==> config.mk <==
export PLATFORM = sky130hd
export DESIGN_NAME = sse_event_stream_tokenizer_flat
export DESIGN_NICKNAME = d
export VERILOG_FILES = /design/src/rtl/core/sse_pkg.sv /design/src/rtl/core/sse_in_if.sv /design/src/rtl/core/sse_out_if.sv /design/src/rtl/core/sse_front.sv /design/src/rtl/core/sse_queue.sv /design/src/rtl/core/sse_back.sv /design/src/rtl/core/sse_event_stream_tokenizer.sv /design/src/flat_wrapper.sv
export VERILOG_INCLUDE_DIRS = /design/src /design/src/rtl/core
export SDC_FILE = /design/constraint.sdc
export NUM_CORES = 1
export LEC_CHECK = 0
export ABC_AREA = 0
export BUFFER_PORTS_ARGS = -buffer_cell sky130_fd_sc_hd__buf_2
export CAP_MARGIN = 25
export CORE_AREA = 2 2 159 239
export DETAILED_ROUTE_END_ITERATION = 8
export DIE_AREA = 0 0 161 241
export MAX_ROUTING_LAYER = met4
export PLACE_DENSITY = 0.49
export SYNTH_ARGS = -nofsm -noshare
export SYNTH_HDL_FRONTEND = slang
export SYNTH_SLANG_ARGS = --single-unit
==> constraint.sdc <==
create_clock -name clk -period 12.3 [get_ports clk]
set_input_delay 0.615 -clock clk [delete_from_list [all_inputs] [get_ports clk]]
set_output_delay 0.615 -clock clk [all_outputs]
set_load 0.05 [all_outputs]
==> src/rtl/core/sse_event_stream_tokenizer_defines.svh <==
// ---------------------------------------------------------------------------
// Assertion macros for the SSE tokenizer.
// Each macro expects clk and rst to be in scope.
// ---------------------------------------------------------------------------
`ifndef SSE_EVENT_STREAM_TOKENIZER_DEFINES_SVH
`define SSE_EVENT_STREAM_TOKENIZER_DEFINES_SVH

// same-cycle implication
`define SSE_ASSERT_IMP(label, ante, cons, msg) \
  label: assert property (@(posedge clk) disable iff (rst) (ante) |-> (cons)) \
    else $error(msg);

// next-cycle implication
`define SSE_ASSERT_NXT(label, ante, cons, msg) \
  label: assert property (@(posedge clk) disable iff (rst) (ante) |=> (cons)) \
    else $error(msg);

`endif

==> src/rtl/core/sse_pkg.sv <==
`timescale 1ns / 1ps
// ---------------------------------------------------------------------------
// sse_pkg
// Types and constants shared by the SSE tokenizer modules.
// ---------------------------------------------------------------------------
package sse_pkg;

  typedef enum logic [2:0] {
    MODE_START  = 3'd0,
    MODE_NAME   = 3'd1,
    MODE_VFIRST = 3'd2,
    MODE_VALUE  = 3'd3,
    MODE_SKIP   = 3'd4
  } line_mode_t;

  localparam logic [1:0] TOK_BEGIN    = 2'd0;
  localparam logic [1:0] TOK_BYTE     = 2'd1;
  localparam logic [1:0] TOK_DISPATCH = 2'd2;
  localparam logic [1:0] TOK_CLEAR    = 2'd3;

  localparam logic [1:0] FIELD_EVENT = 2'd0;
  localparam logic [1:0] FIELD_DATA  = 2'd1;
  localparam logic [1:0] FIELD_ID    = 2'd2;

  localparam logic [7:0] CH_LF    = 8'h0A;
  localparam logic [7:0] CH_CR    = 8'h0D;
  localparam logic [7:0] CH_COLON = 8'h3A;
  localparam logic [7:0] CH_SPACE = 8'h20;

  localparam logic [2:0]  NAME_MAX_LEN = 3'd5;
  localparam logic [2:0]  LEN_EVENT    = 3'd5;
  localparam logic [2:0]  LEN_DATA     = 3'd4;
  localparam logic [2:0]  LEN_ID       = 3'd2;
  localparam logic [39:0] PACK_EVENT   = 40'h65_7665_6E74;
  localparam logic [39:0] PACK_DATA    = 40'h00_6461_7461;
  localparam logic [39:0] PACK_ID      = 40'h00_0000_6964;

  typedef struct packed {
    logic [1:0] token;
    logic [1:0] field_tag;
    logic [7:0] char_out;
    logic       append_newline;
    logic       type_given;
  } result_t;

  // one request worth of results: r0 always valid, r1 when two is set
  typedef struct packed {
    logic    two;
    result_t r0;
    result_t r1;
  } entry_t;

endpackage

==> src/rtl/core/sse_in_if.sv <==
`timescale 1ns / 1ps
// ---------------------------------------------------------------------------
// sse_in_if
// Input channel: stream byte or restart request.
// ---------------------------------------------------------------------------
interface sse_in_if;
  logic       valid;
  logic       ready;
  logic       kind;
  logic [7:0] char_in;

  modport source (output valid, kind, char_in, input ready);
  modport sink (input valid, kind, char_in, output ready);
endinterface

==> src/rtl/core/sse_out_if.sv <==
`timescale 1ns / 1ps
// ---------------------------------------------------------------------------
// sse_out_if
// Output channel: one token per transfer.
// ---------------------------------------------------------------------------
interface sse_out_if;
  logic       valid;
  logic       ready;
  logic [1:0] token;
  logic [1:0] field_tag;
  logic [7:0] char_out;
  logic       append_newline;
  logic       type_given;
  logic       last_of_run;

  modport source (output valid, token, field_tag, char_out, append_newline,
                  type_given, last_of_run, input ready);
  modport sink (input valid, token, field_tag, char_out, append_newline,
                type_given, last_of_run, output ready);
endinterface

==> src/rtl/core/sse_front.sv <==
`timescale 1ns / 1ps
// ---------------------------------------------------------------------------
// sse_front
// Line parser: takes one request per cycle while the queue is not full, updates
// the line state and produces the zero, one or two tokens that the request causes.
// ---------------------------------------------------------------------------
module sse_front (
  input  logic             clk,
  input  logic             rst,
  sse_in_if.sink           ingress,
  input  logic             full,
  output logic             push,
  output sse_pkg::entry_t  push_entry
);

  typedef struct packed {
    logic [39:0] chars;
    logic [2:0]  len;
    logic        too_long;
  } name_t;

  typedef struct packed {
    logic [1:0]       cnt;
    sse_pkg::result_t r0;
    sse_pkg::result_t r1;
  } res_pair_t;

  function automatic name_t push_name(name_t n, logic [7:0] ch);
    name_t r;
    r = n;
    if (n.len < sse_pkg::NAME_MAX_LEN) begin
      r.chars = {n.chars[31:0], ch};
      r.len   = n.len + 3'd1;
    end else begin
      r.too_long = 1'b1;
    end
    return r;
  endfunction

  function automatic sse_pkg::result_t mk_res(logic [1:0] tok, logic [1:0] tag,
                                             logic [7:0] ch, logic app, logic typ);
    sse_pkg::result_t r;
    r.token          = tok;
    r.field_tag      = tag;
    r.char_out       = ch;
    r.append_newline = app;
    r.type_given     = typ;
    return r;
  endfunction

  function automatic res_pair_t add_res(res_pair_t p, sse_pkg::result_t r);
    res_pair_t q;
    q = p;
    if (p.cnt == 2'd0) begin
      q.r0 = r;
    end else begin
      q.r1 = r;
    end
    q.cnt = p.cnt + 2'd1;
    return q;
  endfunction

  // state registers
  sse_pkg::line_mode_t line_mode, line_mode_next;
  name_t               name, name_next;
  logic [1:0]          current_field, current_field_next;
  logic                seen_data, seen_data_next;
  logic                seen_type, seen_type_next;
  logic                cr_held, cr_held_next;

  logic       accept;
  logic       restart;
  logic [7:0] c;
  logic       is_lf;

  // state after a held CR has been resolved as a real byte
  sse_pkg::line_mode_t pm;
  name_t               pn;
  logic                p_crbyte;
  logic                pst;
  logic                hit_event;
  logic                hit_data;
  logic                hit_id;

  res_pair_t pair;

  assign ingress.ready = !full;
  assign accept        = ingress.valid && ingress.ready;
  assign restart       = ingress.kind;
  assign c             = ingress.char_in;
  assign is_lf         = (c == sse_pkg::CH_LF);

  always_comb begin
    pm       = line_mode;
    pn       = name;
    p_crbyte = 1'b0;
    pst      = seen_type;
    if (cr_held && !is_lf) begin
      if (line_mode == sse_pkg::MODE_START || line_mode == sse_pkg::MODE_NAME) begin
        pn = push_name(name, sse_pkg::CH_CR);
        pm = sse_pkg::MODE_NAME;
      end else if (line_mode == sse_pkg::MODE_VALUE) begin
        p_crbyte = 1'b1;
        if (current_field == sse_pkg::FIELD_EVENT) pst = 1'b1;
      end
    end
    hit_event = !pn.too_long && pn.len == sse_pkg::LEN_EVENT && pn.chars == sse_pkg::PACK_EVENT;
    hit_data  = !pn.too_long && pn.len == sse_pkg::LEN_DATA && pn.chars == sse_pkg::PACK_DATA;
    hit_id    = !pn.too_long && pn.len == sse_pkg::LEN_ID && pn.chars == sse_pkg::PACK_ID;
  end

  // next state
  always_comb begin
    line_mode_next     = line_mode;
    name_next          = name;
    current_field_next = current_field;
    seen_data_next     = seen_data;
    seen_type_next     = seen_type;
    cr_held_next       = cr_held;
    if (restart) begin
      line_mode_next     = sse_pkg::MODE_START;
      name_next          = '0;
      current_field_next = sse_pkg::FIELD_EVENT;
      seen_data_next     = 1'b0;
      seen_type_next     = 1'b0;
      cr_held_next       = 1'b0;
    end else if (is_lf) begin
      cr_held_next   = 1'b0;
      line_mode_next = sse_pkg::MODE_START;
      name_next      = '0;
      if (line_mode == sse_pkg::MODE_START) begin
        seen_data_next     = 1'b0;
        seen_type_next     = 1'b0;
        current_field_next = sse_pkg::FIELD_EVENT;
      end
    end else begin
      cr_held_next   = 1'b0;
      line_mode_next = pm;
      name_next      = pn;
      seen_type_next = pst;
      unique case (pm)
        sse_pkg::MODE_START: begin
          if (c == sse_pkg::CH_CR) begin
            cr_held_next = 1'b1;
          end else if (c == sse_pkg::CH_COLON) begin
            line_mode_next = sse_pkg::MODE_SKIP;
          end else begin
            name_next      = push_name(pn, c);
            line_mode_next = sse_pkg::MODE_NAME;
          end
        end
        sse_pkg::MODE_NAME: begin
          if (c == sse_pkg::CH_CR) begin
            cr_held_next = 1'b1;
          end else if (c == sse_pkg::CH_COLON) begin
            name_next      = '0;
            line_mode_next = sse_pkg::MODE_VFIRST;
            if (hit_event) begin
              current_field_next = sse_pkg::FIELD_EVENT;
              seen_type_next     = 1'b0;
            end else if (hit_data) begin
              current_field_next = sse_pkg::FIELD_DATA;
              seen_data_next     = 1'b1;
            end else if (hit_id) begin
              current_field_next = sse_pkg::FIELD_ID;
            end else begin
              line_mode_next = sse_pkg::MODE_SKIP;
            end
          end else begin
            name_next = push_name(pn, c);
          end
        end
        sse_pkg::MODE_VFIRST: begin
          line_mode_next = sse_pkg::MODE_VALUE;
          if (c == sse_pkg::CH_CR) begin
            cr_held_next = 1'b1;
          end else if (c != sse_pkg::CH_SPACE && current_field == sse_pkg::FIELD_EVENT) begin
            seen_type_next = 1'b1;
          end
        end
        sse_pkg::MODE_VALUE: begin
          if (c == sse_pkg::CH_CR) begin
            cr_held_next = 1'b1;
          end else if (current_field == sse_pkg::FIELD_EVENT) begin
            seen_type_next = 1'b1;
          end
        end
        default: begin
        end
      endcase
    end
  end

  // tokens
  always_comb begin
    pair = '0;
    if (restart) begin
      pair = add_res(pair, mk_res(sse_pkg::TOK_CLEAR, 2'd0, 8'd0, 1'b0, 1'b0));
    end else if (is_lf) begin
      if (line_mode == sse_pkg::MODE_START) begin
        if (seen_data) begin
          pair = add_res(pair, mk_res(sse_pkg::TOK_DISPATCH, 2'd0, 8'd0, 1'b0, seen_type));
        end else begin
          pair = add_res(pair, mk_res(sse_pkg::TOK_CLEAR, 2'd0, 8'd0, 1'b0, 1'b0));
        end
      end
    end else begin
      if (p_crbyte) begin
        pair = add_res(pair, mk_res(sse_pkg::TOK_BYTE, current_field, sse_pkg::CH_CR,
                                    1'b0, 1'b0));
      end
      unique case (pm)
        sse_pkg::MODE_NAME: begin
          if (c == sse_pkg::CH_COLON) begin
            if (hit_event) begin
              pair = add_res(pair, mk_res(sse_pkg::TOK_BEGIN, sse_pkg::FIELD_EVENT, 8'd0,
                                          1'b0, 1'b0));
            end else if (hit_data) begin
              pair = add_res(pair, mk_res(sse_pkg::TOK_BEGIN, sse_pkg::FIELD_DATA, 8'd0,
                                          seen_data, 1'b0));
            end else if (hit_id) begin
              pair = add_res(pair, mk_res(sse_pkg::TOK_BEGIN, sse_pkg::FIELD_ID, 8'd0,
                                          1'b0, 1'b0));
            end
          end
        end
        sse_pkg::MODE_VFIRST: begin
          if (c != sse_pkg::CH_CR && c != sse_pkg::CH_SPACE) begin
            pair = add_res(pair, mk_res(sse_pkg::TOK_BYTE, current_field, c, 1'b0, 1'b0));
          end
        end
        sse_pkg::MODE_VALUE: begin
          if (c != sse_pkg::CH_CR) begin
            pair = add_res(pair, mk_res(sse_pkg::TOK_BYTE, current_field, c, 1'b0, 1'b0));
          end
        end
        default: begin
        end
      endcase
    end
  end

  assign push          = accept && (pair.cnt != 2'd0);
  assign push_entry.two = (pair.cnt == 2'd2);
  assign push_entry.r0  = pair.r0;
  assign push_entry.r1  = pair.r1;

  always_ff @(posedge clk) begin
    if (rst) begin
      line_mode     <= sse_pkg::MODE_START;
      name          <= '0;
      current_field <= sse_pkg::FIELD_EVENT;
      seen_data     <= 1'b0;
      seen_type     <= 1'b0;
      cr_held       <= 1'b0;
    end else if (accept) begin
      line_mode     <= line_mode_next;
      name          <= name_next;
      current_field <= current_field_next;
      seen_data     <= seen_data_next;
      seen_type     <= seen_type_next;
      cr_held       <= cr_held_next;
    end
  end

endmodule

==> src/rtl/core/sse_queue.sv <==
`timescale 1ns / 1ps
// ---------------------------------------------------------------------------
// sse_queue
// Small register FIFO of token groups between parser and output stage.
// ---------------------------------------------------------------------------
module sse_queue #(
  parameter int Depth = 4
) (
  input  logic            clk,
  input  logic            rst,
  input  logic            push,
  input  sse_pkg::entry_t din,
  output logic            full,
  input  logic            pop,
  output sse_pkg::entry_t dout,
  output logic            empty
);

  localparam int PtrW = (Depth > 1) ? $clog2(Depth) : 1;
  localparam int CntW = $clog2(Depth + 1);

  sse_pkg::entry_t mem [Depth];
  logic [PtrW-1:0] wr_ptr, rd_ptr;
  logic [CntW-1:0] count;

  assign full  = (count == CntW'(Depth));
  assign empty = (count == '0);
  assign dout  = mem[rd_ptr];

  always_ff @(posedge clk) begin
    if (push) mem[wr_ptr] <= din;
  end

  always_ff @(posedge clk) begin
    if (rst) begin
      wr_ptr <= '0;
      rd_ptr <= '0;
      count  <= '0;
    end else begin
      if (push) begin
        wr_ptr <= (wr_ptr == PtrW'(Depth - 1)) ? '0 : wr_ptr + 1'b1;
      end
      if (pop) begin
        rd_ptr <= (rd_ptr == PtrW'(Depth - 1)) ? '0 : rd_ptr + 1'b1;
      end
      if (push && !pop) begin
        count <= count + 1'b1;
      end else if (pop && !push) begin
        count <= count - 1'b1;
      end
    end
  end

endmodule

==> src/rtl/core/sse_back.sv <==
`timescale 1ns / 1ps
// ---------------------------------------------------------------------------
// sse_back
// Output stage: holds one token group and sends its tokens one per cycle while egress is ready.
// ---------------------------------------------------------------------------
module sse_back (
  input  logic            clk,
  input  logic            rst,
  input  sse_pkg::entry_t head,
  input  logic            empty,
  output logic            pop,
  sse_out_if.source       egress
);

  logic             held;
  logic             phase;
  sse_pkg::entry_t  cur;
  sse_pkg::result_t sel;
  logic             fire;
  logic             finishing;

  assign fire      = egress.valid && egress.ready;
  assign finishing = fire && (phase || !cur.two);
  // reload in the same cycle the last token leaves
  assign pop       = !empty && (!held || finishing);

  assign sel                   = phase ? cur.r1 : cur.r0;
  assign egress.valid          = held;
  assign egress.token          = sel.token;
  assign egress.field_tag      = sel.field_tag;
  assign egress.char_out       = sel.char_out;
  assign egress.append_newline = sel.append_newline;
  assign egress.type_given     = sel.type_given;
  assign egress.last_of_run    = phase || !cur.two;

  always_ff @(posedge clk) begin
    if (rst) begin
      held  <= 1'b0;
      phase <= 1'b0;
    end else if (pop) begin
      held  <= 1'b1;
      phase <= 1'b0;
    end else if (finishing) begin
      held  <= 1'b0;
      phase <= 1'b0;
    end else if (fire) begin
      phase <= 1'b1;
    end
  end

  always_ff @(posedge clk) begin
    if (pop) cur <= head;
  end

endmodule

==> src/rtl/core/sse_event_stream_tokenizer.sv <==
`timescale 1ns / 1ps
// ---------------------------------------------------------------------------
// sse_event_stream_tokenizer
// Server-sent-events line tokenizer with a decoupled parser and output stage.
// ---------------------------------------------------------------------------
// Usage:
//   ingress carries one request per transfer: kind 0 is a stream byte in
//   char_in, kind 1 is a restart that drops the partial line and event and
//   yields one clear token. egress carries tokens (value begin, value byte,
//   dispatch, clear); last_of_run marks the final token of a request.
//   A request yields zero, one or two tokens.
// Timing:
//   The parser takes one request per cycle while the queue is not full. Its tokens
//   enter a queue of QueueDepth groups; the first token of a request reaches egress
//   through the queue and then the output stage's holding register. Output rate is one
//   token per cycle while egress is ready; the two tokens of a request leave in order.
// Reset:
//   rst clears the line state to line start and empties the queue.
// Stall:
//   When egress is held off the queue fills; ingress.ready drops only once
//   the queue is full, and tokens are never lost or reordered.
// ---------------------------------------------------------------------------
`include "sse_event_stream_tokenizer_defines.svh"

module sse_event_stream_tokenizer #(
  parameter int QueueDepth = 4
) (
  input  logic      clk,
  input  logic      rst,
  sse_in_if.sink    ingress,
  sse_out_if.source egress
);

  logic            q_push;
  logic            q_full;
  logic            q_pop;
  logic            q_empty;
  sse_pkg::entry_t q_din;
  sse_pkg::entry_t q_dout;

  sse_front u_front (
    .clk        (clk),
    .rst        (rst),
    .ingress    (ingress),
    .full       (q_full),
    .push       (q_push),
    .push_entry (q_din)
  );

  sse_queue #(
    .Depth (QueueDepth)
  ) u_queue (
    .clk   (clk),
    .rst   (rst),
    .push  (q_push),
    .din   (q_din),
    .full  (q_full),
    .pop   (q_pop),
    .dout  (q_dout),
    .empty (q_empty)
  );

  sse_back u_back (
    .clk    (clk),
    .rst    (rst),
    .head   (q_dout),
    .empty  (q_empty),
    .pop    (q_pop),
    .egress (egress)
  );

  `SSE_ASSERT_IMP(a_no_overflow, q_full, !q_push, "token queue written while full")
  `SSE_ASSERT_NXT(a_pair_follows, egress.valid && egress.ready && !egress.last_of_run, egress.valid, "second token of a request missing")
  `SSE_ASSERT_IMP(a_end_token_last, egress.valid && (egress.token == sse_pkg::TOK_DISPATCH || egress.token == sse_pkg::TOK_CLEAR), egress.last_of_run, "dispatch or clear not final token")

endmodule

==> src/flat_wrapper.sv <==
// flat-port wrapper written by rule: the top's interface ports become plain ports
module sse_event_stream_tokenizer_flat 
#(
  parameter int QueueDepth = 4
)
  (clk, rst, ingress_valid, ingress_kind, ingress_char_in, ingress_ready, egress_valid, egress_token, egress_field_tag, egress_char_out, egress_append_newline, egress_type_given, egress_last_of_run, egress_ready);
  sse_in_if ingress_i ();
  sse_out_if egress_i ();
  input  logic clk;
  input  logic rst;
  input wire logic [$bits(ingress_i.valid)-1:0] ingress_valid;
  input wire logic [$bits(ingress_i.kind)-1:0] ingress_kind;
  input wire logic [$bits(ingress_i.char_in)-1:0] ingress_char_in;
  output wire logic [$bits(ingress_i.ready)-1:0] ingress_ready;
  output wire logic [$bits(egress_i.valid)-1:0] egress_valid;
  output wire logic [$bits(egress_i.token)-1:0] egress_token;
  output wire logic [$bits(egress_i.field_tag)-1:0] egress_field_tag;
  output wire logic [$bits(egress_i.char_out)-1:0] egress_char_out;
  output wire logic [$bits(egress_i.append_newline)-1:0] egress_append_newline;
  output wire logic [$bits(egress_i.type_given)-1:0] egress_type_given;
  output wire logic [$bits(egress_i.last_of_run)-1:0] egress_last_of_run;
  input wire logic [$bits(egress_i.ready)-1:0] egress_ready;
  assign ingress_i.valid = ingress_valid;
  assign ingress_i.kind = ingress_kind;
  assign ingress_i.char_in = ingress_char_in;
  assign ingress_ready = ingress_i.ready;
  assign egress_valid = egress_i.valid;
  assign egress_token = egress_i.token;
  assign egress_field_tag = egress_i.field_tag;
  assign egress_char_out = egress_i.char_out;
  assign egress_append_newline = egress_i.append_newline;
  assign egress_type_given = egress_i.type_given;
  assign egress_last_of_run = egress_i.last_of_run;
  assign egress_i.ready = egress_ready;
  sse_event_stream_tokenizer #(.QueueDepth(QueueDepth)) u_core (.clk(clk), .rst(rst), .ingress(ingress_i), .egress(egress_i));
endmodule
* After elaboration in Yosys (flattened, before gate mapping)
Memory sizes are Yosys's and may differ from the RTL's. A register that Yosys moved wholly into a read port is not among the register bits.
Cells that the tools add are included.
** Word-level totals
- Register bits after elaboration :: 61
- RAM bits :: 116
- Bits of input ports :: 13
- Output and inout port bits :: 17
- Word-level logic and storage cells :: 184
- Memories :: 1
** Cells by class
- $add $sub $neg :: 7
- Magnitude comparators :: 2
- Eq/ne operators :: 23
- Mux-type cells :: 94
- Reductions and logical operators :: 44
** Memories
- u_core.u_queue.mem :: words 4, bits a word 29, rd ports 1, clocked after memory_dff 1, wr ports 1, line sse_queue.sv:22 : sse_pkg::entry_t mem [Depth];
** Operator list (count)
- 2-to-1 mux 44 bit :: 8
- 2-to-1 mux 30 bit :: 10
- 2-to-1 mux 14 bit :: 9
- one-hot mux 30 bit (3 select lines) :: 1
- one-hot mux 44 bit (2 select lines) :: 1
- 2-to-1 mux 43 bit :: 2
- 2-to-1 mux 29 bit :: 2
- == test 40 x 15 -> 1 bit, second input constant :: 1
- == test 40 x 31 -> 1 bit, second input constant :: 1
- == test 40 x 39 -> 1 bit, second input constant :: 1
- 2-to-1 mux 3 bit :: 13
- 2-to-1 mux 1 bit :: 34
- 2-to-1 mux 27 bit :: 1
- 2-to-1 mux 2 bit :: 11
- == test 8 x 4 -> 1 bit, second input constant :: 2
- logical AND 1 bit :: 16
- == test 3 x 2 -> 1 bit, second input constant :: 4
- adder 3 x 1 -> 3 bit, second input constant :: 3
- == test 3 bit, second input constant :: 3
- logical NOT 3 bit :: 3
- one-hot mux 3 bit (3 select lines) :: 1
- nonzero test 3 bit :: 3
- == test 8 x 6 -> 1 bit, second input constant :: 1
- logical NOT 1 bit :: 8
- other kinds (19) :: 31

* Depth between registers and ports, before layout
- Depth in word-level cells :: 22
- Gate-level depth with buffers :: 22
- Depth with buffers taken out :: 19

* Hierarchy
Synthesis repeated with hierarchy kept, for this count alone.
** Second synthesis, totals
- Cell total of the unflattened synthesis :: 649
- Area total of the unflattened synthesis :: 9236.4 um^2
** By module, submodules not included
- sse_queue :: instances 1, cells each 195, area each 4633.2 um^2
- sse_front :: instances 1, cells each 398, area each 3445.8 um^2
- sse_back :: instances 1, cells each 56, area each 1157.4 um^2

* Worst setup path after synthesis
OpenSTA, ideal clock, no wires.
- Path type :: input to register
- Start point :: in ingress_char_in[4]
- End point :: reg u_core.u_queue.count[2]
- Arrival time :: 5227 ps
- Data required time :: 12229 ps
- Path slack :: 7002 ps
- Stages on the path :: 22
- Buffers on the path :: 3
- Cells stage by stage :: or4_1 > buf_2 > o211ai_4 > buf_2 > buf_2 > nand2_1 > nand2_1 > ha_1 > nor2b_1 > nand4_1 > a2111oi_4 > ha_1 > nor2_1 > a2111oi_4 > a211oi_2 > nor2_1 > ha_1 > inv_1 > fa_1 > xor2_1 > or3_1 > a21oi_1
** Between the ends
- Longest elaborated chain between the ends :: 20
- Elaborated cells between the ends (all ways) :: 46
- Those cells by class :: 1 x add/sub; 13 x eq/ne; 16 x mux; 16 x reduce/logical
** RTL lines
- start: declaration :: line flat_wrapper.sv:13 : input wire logic [$bits(ingress_i.char_in)-1:0] ingress_char_in;
- == test 8 x 4 -> 1 bit :: line sse_front.sv:91 : assign is_lf = (c == sse_pkg::CH_LF);
- logical NOT 1 bit :: line sse_front.sv:98 : if (cr_held && !is_lf) begin
- logical AND 1 bit :: line sse_front.sv:98
- 2-to-1 mux 1 bit :: line sse_front.sv:98
- 2-to-1 mux 29 bit :: line sse_front.sv:208 : if (p_crbyte) begin
- 2-to-1 mux 30 bit :: line sse_front.sv:199 : end else if (is_lf) begin
- 2-to-1 mux 30 bit :: line sse_front.sv:197 : if (restart) begin
- adder 2 x 1 -> 2 bit :: line sse_front.sv:59 : q.cnt = p.cnt + 2'd1;
- (+5 left out)
- 2-to-1 mux 30 bit * :: line sse_front.sv:199
- 2-to-1 mux 30 bit * :: line sse_front.sv:197
- nonzero test 2 bit * :: line sse_front.sv:243 : assign push = accept && (pair.cnt != 2'd0);
- logical AND 1 bit * :: line sse_front.sv:243
- net u_core.q_push :: line sse_event_stream_tokenizer.sv:34 : logic q_push;
- logical NOT 1 bit :: line sse_queue.sv:48 : end else if (pop && !push) begin
- logical AND 1 bit :: line sse_queue.sv:48
- nonzero test 2 bit (no source line)
- end signal: assignment :: line sse_queue.sv:47 : count <= count + 1'b1;
- end signal: assignment :: line sse_queue.sv:49 : count <= count - 1'b1;
- end: declaration :: line sse_queue.sv:24 : logic [CntW-1:0] count;
The timed path passes the listed nets; every way through them passes the cells marked *. The select of a mux whose other input is x is not followed.
A chain may end at the register's enable or synchronous reset.

* Final worst setup path
Same ends and word-level chain as after synthesis.

==> impl_metrics.csv <==
group,metric,value,unit
status,status,"completed",
pwr,power.internal,1.28,mW
sta,setup_tns,0,ns
global_routing,grt_usage,0.131,
synthesis,yosysWarnings,0,
cts,insertion_delay,0.45,ns
sta,period_share,0.448,
global_routing,grt_start_max_net_pins,31,
sta,skew,0.0170,ns
pwr,p_sw_frac,0.311,
sta,setup_viol,0,
floorplanning,die_w,161,µm
synthesis,syn_avg_cell_area,12.4,µm²
floorplanning,die-area,0.0388,mm²
synthesis,ys_seq_elements,196,
synthesis,synth_xor_area_frac,0.00288,
synthesis,yosys.area_share.simple,0.133,
placement,io_buffers,29,
sta,max_freq,182,MHz
cts,clk_pin_slew,0.07,ns
pwr,combinationalPowerShare,0.227,
route,drtPass1Iterations,5,
worst_setup_path,start_kind,"primary input",
pwr,ir_drop,0.0000927,V
global_routing,grt_pass1_wl,37.2,mm
pwr,leakage,3.54,nW
pwr,switchingPower,576,µW
cts,cts_hold_buf,0,
sta,rsz0062_at_grt,"false",
cts,clk_path_buf_depth,2,
global_routing,first_global_vias,6323,
sta,period_minus_slack,5.51,ns
cts,post_cts_resized,0,
floorplanning,ios,30,
synthesis,synth_edf_count,135,
synthesis,synth-compound-area-share,0.135,
synthesis,seq_area_frac_synth,0.578,
pwr,powerDensity,178,mW/mm²
placement,place_hpwl,16.5,mm
synthesis,synthMuxAreaShare,0.102,
synthesis,yosys_most_used_dff,"edfxtp_1",
worst_setup_path,arrival,5.88,ns
final_layout,layout-drive-gt1-share,0.166,
synthesis,synthAdderAreaFrac,0.0252,
cts,cts-htree-levels,4,
placement,gp_congestion,0.914,
min_path,hold_path.class,"in2reg",
floorplanning,num_rows,86,
pwr,clkPwrFrac,0.310,
final_layout,final_cells,1253,
route,detail-route-antenna-nets,0,
synthesis,synth_top_family_by_area,"compound AO/OA/AOI/OAI gates",
worst_setup_path,path_class,"in2reg",
sta,final-hold-violation-count,0,
route,post_drt_via_cell_ratio,4.94,
placement,placed_cells,1219,
route,vias,6191,
cts,cts_buffers,17,
synthesis,ys_types,74,
cts,cts_tree,"done",
worst_setup_path,critical_path_required,12.67,ns
global_routing,grt-ovfl-total,0,
floorplanning,die_h,241,µm
synthesis,synth_cells,734,
synthesis,synthArstFlopShare,0,
floorplanning,initial_core_util,0.249,
sta,worst_slew_pin_slew,1.09,ns
final_layout,syn2layout_area_growth,14.3,%
synthesis,syn_area,0.00912,mm²
route,route.detailed.drc,0,
route,wire_per_inst,19.0,µm
cts,root_buffer,"clkbuf_16",
cts,cts_setup_buffers,0,
global_routing,antenna_found_initial,2,
final_layout,nets,785,
floorplanning,design.core.area,0.0366,mm²
worst_setup_path,worstSetupEndpointType,"flip-flop",
cts,clkSinkCount,196,
route,drt_iter0_drc,475,
sta,relSlewSlack,0.269,
worst_setup_path,cp_max_fo,21,
job,maxCapViolCount,0,
pwr,seqPwrFrac,0.463,
sta,slew_viol_final,0,
route,wirelength,23.8,mm
-- layout make-up --
cell class | count | area, µm²
diodes | 2 | 5.00
clock buffers | 19 | 433
clock inverters | 12 | 173
fillers | 3734 | 26200
inverters | 12 | 45.0
multi-input cells | 488 | 3660
flip-flops and latches | 196 | 5280
well taps | 484 | 606
repair buffers | 40 | 229
-- layer usage --
metal  vias to the layer above  wire length (µm)  GRT usage
met5                         -                 0          -
met4                         0               865     0.0628
met3                        42               820     0.0273
met2                       163             12900      0.238
li1                       2896                 -          -
met1                      3090              9260      0.134
-- stage by stage --
step                      total power, mW  utilization  hold slack (ns)  instance area (µm²)  setup WS, ns
after detailed placement             1.30        0.268            0.479                 9810          6.38
after CTS                            1.88        0.285            0.436                10400          6.86
after floorplan                      1.18            -            0.448                 9140          7.00
after global placement               1.30        0.268            0.469                 9790          6.47
final                                1.85        0.285            0.462                10400          6.79
after global routing                 1.94        0.285            0.465                10400          6.43
-- power groups by stage --
stage / Clock [mW] / Sequential (mW) / Combinational, mW
after floorplan: 0 / 0.845 / 0.339
after global placement: 0 / 0.872 / 0.425
after detailed placement: 0 / 0.874 / 0.426
after CTS: 0.591 / 0.859 / 0.427
after global routing: 0.615 / 0.868 / 0.454
final: 0.575 / 0.857 / 0.420
-- cell usage after synthesis (4+ instances only) --
cell | n | area (µm²)
o21ai_0 | 36 | 180
mux2_2 | 12 | 135
nand2b_1 | 6 | 37.5
a21o_1 | 7 | 52.6
mux2i_1 | 19 | 190
nand2_1 | 59 | 221
a22o_1 | 15 | 131
a222oi_1 | 16 | 160
nor4_1 | 9 | 56.3
nand3_1 | 15 | 75.1
clkbuf_1 | 26 | 97.6
a311oi_1 | 5 | 43.8
buf_1 | 8 | 30.0
or3_1 | 5 | 31.3
and2_1 | 16 | 100
nor2_1 | 57 | 214
buf_2 | 6 | 30.0
o22ai_1 | 6 | 37.5
mux4_2 | 27 | 608
and3_1 | 14 | 87.6
o21ai_1 | 5 | 25.0
nor3_1 | 25 | 125
dfxtp_1 | 61 | 1220
inv_1 | 12 | 45.0
ha_1 | 16 | 200
nand4b_1 | 4 | 35.0
nor2b_1 | 7 | 43.8
edfxtp_1 | 135 | 4050
a21oi_1 | 29 | 145
nand4_1 | 9 | 56.3
-- flip-flops by register name, indices dropped and copies added, names as in the netlist --
register                      flops
u_core.u_queue.count              3
u_core.u_queue.mem              108
u_core.u_front.current_field      2
u_core.u_front.seen_type          1
u_core.u_back.cur                27
u_core.u_front.name              44
u_core.u_front.line_mode          3
u_core.u_queue.wr_ptr             2
u_core.u_back.phase               1
u_core.u_queue.rd_ptr             2
u_core.u_back.egress.valid        1
u_core.u_front.cr_held            1
u_core.u_front.seen_data          1
-- placed cells by master, fill, tap and decap left out, types with 15 or more instances in the layout --
cell       count
a22o_1        15
mux4_2        27
and2_1        16
nor2_1        57
edfxtp_1     135
nand2_1       59
ha_1          16
a222oi_1      16
o21ai_0       36
a21oi_1       28
buf_2         30
mux2i_1       19
nor3_1        25
dfxtp_1       59
nand3_1       15
clkbuf_16     17
-- worst max-delay path, cell delays in order --
cell and delay, ns:
buf_2 0.14, or4_1 0.68, o211a_1 0.55, xnor2_1 0.49, ha_1 0.23, nor2b_1 0.13, nand4_1 0.15, a2111oi_4 0.56
ha_1 0.21, nor2_1 0.07, a2111oi_4 0.39, a211oi_2 0.15, nor2_1 0.19, ha_1 0.21, inv_1 0.06, fa_1 0.42
xor2_1 0.17, or3_1 0.30, a21oi_1 0.13
-- logic make-up after synthesis --
kind of cell	Yosys count
buf+inv	53
fa+ha+maj	18
compound gates	164
simple gates	241
mux	58
other cells	1
xor+xnor	3
flops	196
-- worst paths after layout --
check,from,endpoint,slack [ns],depth (start not counted)
max,ingress_char_in[4],u_core.u_queue.count[2],6.79,19
min,ingress_char_in[5],u_core.u_front.name[9],0.46,2
max reg2reg,u_core.u_front.line_mode[2],u_core.u_queue.count[2],6.90,18
min reg2reg,u_core.u_front.name[39],u_core.u_front.name[39],0.49,2
(Power assumes the default switching activity.)
